==> src/rtl/taw_pkg.sv <==
`timescale 1ns / 1ps
`default_nettype none
package taw_pkg;

   localparam int TIME_W  = 48;
   localparam int COUNT_W = 32;

   localparam logic [1:0] ST_IDLE    = 2'd0;
   localparam logic [1:0] ST_KEYING  = 2'd1;
   localparam logic [1:0] ST_ONAIR   = 2'd2;
   localparam logic [1:0] ST_NOAUDIO = 2'd3;

   typedef struct packed {
      logic [TIME_W-1:0]  stamp;
      logic [COUNT_W-1:0] count;
   } taw_entry_type;

   typedef struct packed {
      logic shift;
      logic load;
   } taw_cell_ctl_type;

endpackage
`default_nettype wire

==> src/rtl/tx_audio_flow_watchdog.sv <==
`timescale 1ns / 1ps
`default_nettype none
// Channel  Direction  Handshake           Payload
// req      in         req_valid/req_stall req_operation, req_tx_active, req_packet_count,
//                                         req_now_ms
// rsp      out        rsp_valid/rsp_stall rsp_tx_state, rsp_flowing, rsp_silent_ms,
//                                         rsp_stall_event
// csr      in         csr_wr_en           csr_index, csr_wdata
//
// A keyed sample request steps through push, age (popping the aged window entries), evaluate,
// decide and done; the window is a row of cells that shifts down one entry per cycle, one pop
// per cycle. An unkeyed sample request steps through push and done, a take request through
// take and done. One request is in work at a time. Reset is synchronous; it empties the window
// and holds req_stall high. A stalled response holds in the output register; the block
// finishes its request and then waits for that register to drain before taking the next one.
module tx_audio_flow_watchdog #(
   parameter int WINDOW_DEPTH = 16
) (
   input  wire logic        clock,
   input  wire logic        reset,
   input  wire logic        req_valid,
   output logic             req_stall,
   input  wire logic        req_operation,
   input  wire logic        req_tx_active,
   input  wire logic [31:0] req_packet_count,
   input  wire logic [47:0] req_now_ms,
   output logic             rsp_valid,
   input  wire logic        rsp_stall,
   output logic [1:0]       rsp_tx_state,
   output logic             rsp_flowing,
   output logic [31:0]      rsp_silent_ms,
   output logic             rsp_stall_event,
   input  wire logic        csr_wr_en,
   input  wire logic [7:0]  csr_index,
   input  wire logic [15:0] csr_wdata
);

   localparam int IW = (WINDOW_DEPTH > 1) ? $clog2(WINDOW_DEPTH) : 1;
   localparam int FW = $clog2(WINDOW_DEPTH + 1);

   localparam logic [7:0] REG_FLOW_WINDOW  = 8'd0;
   localparam logic [7:0] REG_FLOW_PACKETS = 8'd1;
   localparam logic [7:0] REG_GRACE        = 8'd2;
   localparam logic [7:0] REG_STALL        = 8'd3;

   typedef enum logic [2:0] {
      S_IDLE, S_PUSH, S_AGE, S_EVAL, S_DECIDE, S_TAKE, S_DONE
   } seq_type;

   seq_type state_ff;

   logic [15:0] flow_window_ff;
   logic [7:0]  flow_packets_ff;
   logic [15:0] grace_ff;
   logic [15:0] stall_ms_ff;

   logic        keyed_ff;
   logic [31:0] cnt_ff;
   logic [47:0] now_ff;

   logic [FW-1:0] fill_ff;
   logic [31:0]   prev_count_ff;
   logic [1:0]    mon_state_ff;
   logic          was_keyed_ff;
   logic          has_flowed_ff;
   logic          flow_ff;
   logic [31:0]   silence_ff;
   logic [47:0]   last_flow_ff;
   logic          stall_wait_ff;
   logic          stall_used_ff;
   logic          event_ff;

   logic          eval_flow_ff;
   logic [47:0]   diff_ff;

   logic [1:0]  rsp_state_ff;
   logic        rsp_flow_ff;
   logic [31:0] rsp_silent_ff;
   logic        rsp_event_ff;
   logic        rsp_valid_ff;

   taw_pkg::taw_entry_type    entries [WINDOW_DEPTH];
   taw_pkg::taw_cell_ctl_type ctls    [WINDOW_DEPTH];
   taw_pkg::taw_entry_type    sample_entry;

   logic          clear;
   logic [FW-1:0] eff_fill;
   logic          full;
   logic [IW-1:0] wr_idx;
   logic [FW-1:0] fill_in;
   logic          push;
   logic          aged;
   logic          pop;
   logic [31:0]   delta;
   logic          eval_flow_in;
   logic [48:0]   diff_wide;
   logic [47:0]   diff_in;
   logic [31:0]   silence_sat;
   logic          out_free;

   assign sample_entry.stamp = now_ff;
   assign sample_entry.count = cnt_ff;

   assign clear    = (cnt_ff < prev_count_ff) || !keyed_ff || !was_keyed_ff;
   assign eff_fill = clear ? '0 : fill_ff;
   assign full     = (eff_fill == FW'(WINDOW_DEPTH));
   assign wr_idx   = full ? IW'(WINDOW_DEPTH - 1) : eff_fill[IW-1:0];
   assign fill_in  = full ? FW'(WINDOW_DEPTH) : FW'(eff_fill + 1'b1);
   assign push     = (state_ff == S_PUSH);

   assign aged = (fill_ff > FW'(2)) &&
                 (({1'b0, entries[1].stamp} + {33'b0, flow_window_ff}) <= {1'b0, now_ff});
   assign pop  = (state_ff == S_AGE) && aged;

   genvar gi;
   generate
      for (gi = 0; gi < WINDOW_DEPTH; gi++) begin : g_cell
         assign ctls[gi].load  = push && (wr_idx == IW'(gi));
         assign ctls[gi].shift = pop || (push && full);
         if (gi == WINDOW_DEPTH - 1) begin : g_last
            taw_cell u_cell (
               .clock      (clock),
               .ctl        (ctls[gi]),
               .new_entry  (sample_entry),
               .next_entry (entries[gi]),
               .entry      (entries[gi])
            );
         end else begin : g_mid
            taw_cell u_cell (
               .clock      (clock),
               .ctl        (ctls[gi]),
               .new_entry  (sample_entry),
               .next_entry (entries[gi+1]),
               .entry      (entries[gi])
            );
         end
      end
   endgenerate

   assign delta        = cnt_ff - entries[0].count;
   assign eval_flow_in = (delta >= {24'b0, flow_packets_ff});
   assign diff_wide    = {1'b0, now_ff} - {1'b0, last_flow_ff};
   assign diff_in      = diff_wide[48] ? '0 : diff_wide[47:0];
   assign silence_sat  = (|diff_ff[47:32]) ? 32'hFFFF_FFFF : diff_ff[31:0];
   assign out_free     = !rsp_valid_ff || !rsp_stall;

   always_ff @(posedge clock) begin
      if (reset) begin
         state_ff        <= S_IDLE;
         flow_window_ff  <= 16'd1000;
         flow_packets_ff <= 8'd3;
         grace_ff        <= 16'd1500;
         stall_ms_ff     <= 16'd3000;
         fill_ff         <= '0;
         prev_count_ff   <= '0;
         mon_state_ff    <= taw_pkg::ST_IDLE;
         was_keyed_ff    <= 1'b0;
         has_flowed_ff   <= 1'b0;
         flow_ff         <= 1'b0;
         silence_ff      <= '0;
         last_flow_ff    <= '0;
         stall_wait_ff   <= 1'b0;
         stall_used_ff   <= 1'b0;
         rsp_valid_ff    <= 1'b0;
      end else begin
         if (csr_wr_en) begin
            case (csr_index)
               REG_FLOW_WINDOW:  flow_window_ff  <= csr_wdata;
               REG_FLOW_PACKETS: flow_packets_ff <= csr_wdata[7:0];
               REG_GRACE:        grace_ff        <= csr_wdata;
               REG_STALL:        stall_ms_ff     <= csr_wdata;
               default: ;
            endcase
         end

         if (rsp_valid_ff && !rsp_stall && (state_ff != S_DONE)) begin
            rsp_valid_ff <= 1'b0;
         end

         unique case (state_ff)
            S_IDLE: begin
               if (req_valid) begin
                  keyed_ff <= req_tx_active;
                  cnt_ff   <= req_packet_count;
                  now_ff   <= req_now_ms;
                  event_ff <= 1'b0;
                  state_ff <= req_operation ? S_TAKE : S_PUSH;
               end
            end
            S_PUSH: begin
               fill_ff       <= fill_in;
               prev_count_ff <= cnt_ff;
               if (!keyed_ff) begin
                  mon_state_ff  <= taw_pkg::ST_IDLE;
                  was_keyed_ff  <= 1'b0;
                  flow_ff       <= 1'b0;
                  silence_ff    <= '0;
                  stall_wait_ff <= 1'b0;
                  state_ff      <= S_DONE;
               end else begin
                  if (!was_keyed_ff) begin
                     was_keyed_ff  <= 1'b1;
                     has_flowed_ff <= 1'b0;
                     stall_used_ff <= 1'b0;
                     stall_wait_ff <= 1'b0;
                     last_flow_ff  <= now_ff;
                  end
                  state_ff <= S_AGE;
               end
            end
            S_AGE: begin
               if (aged) begin
                  fill_ff <= FW'(fill_ff - 1'b1);
               end else begin
                  state_ff <= S_EVAL;
               end
            end
            S_EVAL: begin
               eval_flow_ff <= eval_flow_in;
               diff_ff      <= diff_in;
               state_ff     <= S_DECIDE;
            end
            S_DECIDE: begin
               flow_ff <= eval_flow_ff;
               if (eval_flow_ff) begin
                  has_flowed_ff <= 1'b1;
                  last_flow_ff  <= now_ff;
                  silence_ff    <= '0;
                  mon_state_ff  <= taw_pkg::ST_ONAIR;
               end else begin
                  silence_ff <= silence_sat;
                  if (diff_ff < {32'b0, grace_ff}) begin
                     mon_state_ff <= has_flowed_ff ? taw_pkg::ST_ONAIR : taw_pkg::ST_KEYING;
                  end else begin
                     mon_state_ff <= taw_pkg::ST_NOAUDIO;
                     if ((diff_ff >= {32'b0, stall_ms_ff}) && !stall_used_ff) begin
                        stall_wait_ff <= 1'b1;
                     end
                  end
               end
               state_ff <= S_DONE;
            end
            S_TAKE: begin
               if (stall_wait_ff) begin
                  stall_wait_ff <= 1'b0;
                  stall_used_ff <= 1'b1;
                  event_ff      <= 1'b1;
               end
               state_ff <= S_DONE;
            end
            S_DONE: begin
               if (out_free) begin
                  rsp_valid_ff  <= 1'b1;
                  rsp_state_ff  <= mon_state_ff;
                  rsp_flow_ff   <= flow_ff;
                  rsp_silent_ff <= silence_ff;
                  rsp_event_ff  <= event_ff;
                  state_ff      <= S_IDLE;
               end
            end
            default: state_ff <= S_IDLE;
         endcase
      end
   end

   assign req_stall       = reset || (state_ff != S_IDLE);
   assign rsp_valid       = rsp_valid_ff;
   assign rsp_tx_state    = rsp_state_ff;
   assign rsp_flowing     = rsp_flow_ff;
   assign rsp_silent_ms   = rsp_silent_ff;
   assign rsp_stall_event = rsp_event_ff;

endmodule
`default_nettype wire

==> src/rtl/taw_cell.sv <==
`timescale 1ns / 1ps
`default_nettype none
module taw_cell (
   input  wire logic                      clock,
   input  wire taw_pkg::taw_cell_ctl_type ctl,
   input  wire taw_pkg::taw_entry_type    new_entry,
   input  wire taw_pkg::taw_entry_type    next_entry,
   output taw_pkg::taw_entry_type         entry
);

   taw_pkg::taw_entry_type entry_ff;

   always_ff @(posedge clock) begin
      if (ctl.load) begin
         entry_ff <= new_entry;
      end else if (ctl.shift) begin
         entry_ff <= next_entry;
      end
   end

   assign entry = entry_ff;

endmodule
`default_nettype wire
==> config.mk <==
export PLATFORM = sky130hd
export DESIGN_NAME = tx_audio_flow_watchdog
export DESIGN_NICKNAME = d
export VERILOG_FILES = /design/src/rtl/taw_pkg.sv /design/src/rtl/tx_audio_flow_watchdog.sv /design/src/rtl/taw_cell.sv
export SDC_FILE = /design/constraint.sdc
export NUM_CORES = 2
export LEC_CHECK = 0
export BUFFER_PORTS_ARGS = -buffer_cell sky130_fd_sc_hd__buf_2
export CAP_MARGIN = 20
export CORE_UTILIZATION = 40
export DETAILED_ROUTE_END_ITERATION = 10
export SLEW_MARGIN = 20
export SYNTH_ARGS = -nofsm -noshare
export SYNTH_HDL_FRONTEND = slang
export SYNTH_SLANG_ARGS = --single-unit
==> constraint.sdc <==
create_clock -name clock -period 13.7 [get_ports clock]
set_clock_uncertainty 0.1 [all_clocks]
set_input_delay 0 -clock clock [delete_from_list [all_inputs] [get_ports clock]]
set_output_delay 0 -clock clock [all_outputs]
set_load 0.02 [all_outputs]
==> qor.csv <==
metric,value,unit
Starting Density,40.28,%
"area leader, netlist",edfxtp_1,
minimum clock period,7093,ps
setup TNS after final layout,0,ps
PnR worst setup slack,6607,ps
reg2reg end,g_cell[13].g_mid.u_cell.entry[2]$_DFFE_PP_,
initial antenna violation count,2,
Clock transition at path regs,60,ps
GR Overflow Total,0,
DRC,0,
Area contributors post-synth,"edfxtp_1 58%, mux2_2 14%, dfxtp_1 5.1%, ha_1 3.8%, nand2_1 2.4%",
critical-path cell list,ha_1 -> inv_1 -> fa_1 -> nor2b_1 -> o21ai_1 -> a21oi_1 -> o21a_1 -> a221oi_2 -> o221ai_2 -> and2_1 -> nor3b_1 -> nand3_1 -> xnor2_1 -> ha_1 -> nand4_1 -> or3_1 -> nor4_1 -> a31oi_1 -> a21oi_1 -> o21ba_2 -> a21oi_4 -> buf_4 -> nand2_4 -> buf_4,
number of global-route vias before repair,40910,
DRT Pass-1 Iters,5,
CTS tree,done,
placed cell area,75480,um2
Worst path max stage delay,720,ps
Crit-path slowest cell,buf_4,
clock root cell,clkbuf_16,
RSZ-0062 raised after global routing,false,
fin. max-slew vios,0,
status,finished clean,
post-synthesis sequential area ratio,63.52,%
CP startpoint kind,flip-flop,
ys flop type,edfxtp_1,
top-level I/O count,149,
clk buf depth,3,
Worst Setup SP,flow_window_ff[0]$_SDFFE_PP0P_,
Syn Inst Count,5125,
synthesized area per cell,14.04,um2
Place WS,6660,ps
reg2reg setup slack,6610,ps
Slew headroom,31.64,%
ys async rst share,0,%
R2R cell count,24,
H-tree depth,4,
placed insts,7439,
Hold WC Path Type,in2reg,
Worst Setup EP,g_cell[13].g_mid.u_cell.entry[2]$_DFFE_PP_,
area of the die,181500,um2
setup bufs post-CTS,0,
Row Count,155,
Post-Syn Area,71940,um2
Crit Path Class,reg2reg,
leak pwr,29.56,nW
Yosys warning total,0,
number of synthesized flops with an enable pin,1399,
Syn Nets,5458,
Via density,5.219,
Syn-to-layout area delta,15.82,%
layout cells sized above 1,26.38,%
Yosys reg bits,1583,
Reg-to-Reg Start,flow_window_ff[0]$_SDFFE_PP0P_,
post_cts resized,0,
Fin Hold WS,80.91,ps
initial DRC count,3191,
DRT Wirelength,167.0,mm
top cell type's share of synthesized area,58.40,%
final instance area,83320,um2
most frequent cells in the layout,"1399 x edfxtp_1, 903 x mux2_2, 441 x nand2_1",
"Core Util, Final",46.65,%
library cells used by synthesis,84,
first-pass GRT wire length,256.7,mm
maximum vdd drop,101.3,uV
Tot GR Track Use,18.30,%
worst skew pair latency,810,ps
slew of the pin with the lowest slew margin,1025,ps
final worst-path cycle share,51.78,%
GPL Wtd Cong,0.8452,
via count,41660,
largest net degree at the start of global routing,81,
Non-Filler Instances,7983,
Fill cells,15660,
Pwr per Cell Area,161.1,nW/um2
crit end category,flip-flop,
Post-DP HPWL,110.1,mm
Final Hold Vio Count,0,
number of buffers created by CTS,173,
# clock sinks,1583,
Max Cap Viol,0,
CP max FO,57,
most common library cell in the layout ignoring fill and taps,edfxtp_1,
critical path required time,13990,ps
PortBufs,148,
f_max,141.0,MHz
"Setup violations, final",0,
Die Ht,426.1,um
post-route ant nets,0,
Worst Path Arrival,7390,ps
DIE WIDTH,426.1,um
post-DR wirelength/cell,20.92,um
# nets final,5812,
"Power, Total",13.43,mW
core footprint,178600,um2
==> per-layer routing <==
| layer | GRT usage [%] | routed length [um] |
|---|---|---|
| met1 | 27.67 | 83900 |
| met2 | 27.40 | 72270 |
| met3 | 2.434 | 6903 |
| met4 | 5.018 | 3894 |
| met5 | 0 | 0 |
==> how the worst min path moves through the flow <==
| stage | start | cells after the start | end | slack [ps] |
|---|---|---|---|---|
| final | reset | 3 | flow_window_ff[4]$_SDFFE_PP0P_ | 80 |
| after global routing | reset | 3 | flow_window_ff[4]$_SDFFE_PP0P_ | 80 |
| after CTS | reset | 3 | flow_window_ff[4]$_SDFFE_PP0P_ | 40 |
| after detailed placement | req_now_ms[28] | 1 | now_ff[28]$_DFFE_PP_ | 80 |
| after global placement | req_now_ms[11] | 1 | now_ff[11]$_DFFE_PP_ | 80 |
| after floorplan | req_packet_count[0] | 0 | cnt_ff[0]$_DFFE_PP_ | -1 |
==> timing repair <==
action,CTS,global route
endpoints found under the setup margin,0,0
hold buffers,220,0
endpoints found under the hold margin,233,0
==> area by class of cell <==
class | count | area [um2] | share of cell area [%]
antenna | 2 | 5.005 | 0.006007
clock buffer | 236 | 4750 | 5.700
clock inverter | 86 | 805.8 | 0.9671
inverter | 241 | 904.6 | 1.086
multi-input combinational | 3000 | 24420 | 29.31
sequential | 1583 | 45690 | 54.84
tap | 2355 | 2947 | 3.536
timing repair buffer | 480 | 3797 | 4.557
==> worst max-delay path, delay by kind of cell (launching register included) <==
family	cells	cell delay, ps
compound gates	9	1810
buf+inv	3	1090
flops	1	330
simple gates	8	2190
xor+xnor	1	150
fa+ha+maj	3	870
==> state kept, by name (all words and copies together) (netlist names), 32 cells and up <==
| name | flops |
|---|---|
| g_cell.g_mid.u_cell.entry | 1152 |
| g_cell.g_last.u_cell.entry | 80 |
| diff_ff | 48 |
| last_flow_ff | 48 |
| now_ff | 48 |
| cnt_ff | 32 |
| prev_count_ff | 32 |
| rsp_silent_ms | 32 |
| silence_ff | 32 |
==> power breakdown <==
group	internal (mW)	leakage, nW	switching, mW
logic	0.934	12.7	1.70
clock network	2.59	2.72	1.96
registers	6.01	14.2	0.234
total	9.53	29.6	3.90
==> kinds of logic (layout without fill, tap and decap cells) <==
group           Yosys count  after routing  share of synthesized area [%]
flops                  1583           1583                          63.52
mux                    1076           1076                          16.80
simple gates            886            886                          5.512
compound gates          719            719                          6.068
buf+inv                 542           1043                          3.025
fa+ha+maj               222            222                          3.892
xor+xnor                 97             97                          1.181
other cells               0              2                              0
==> synthesized netlist by cell type, drive strengths merged (14+ instances only) <==
master  number
a211o       19
a211oi      18
a21o        76
a21oi      280
and3        20
buf        101
clkbuf     200
dfxtp      184
edfxtp    1399
ha         219
inv        240
mux2      1054
mux2i       22
nand2      466
nand2b      23
nand3       42
nand4       46
nor2       152
nor2b       24
nor3        37
nor4        17
o21a        23
o21ai      194
or3         14
xnor2       64
xor2        33
(Power assumes the default switching activity.)
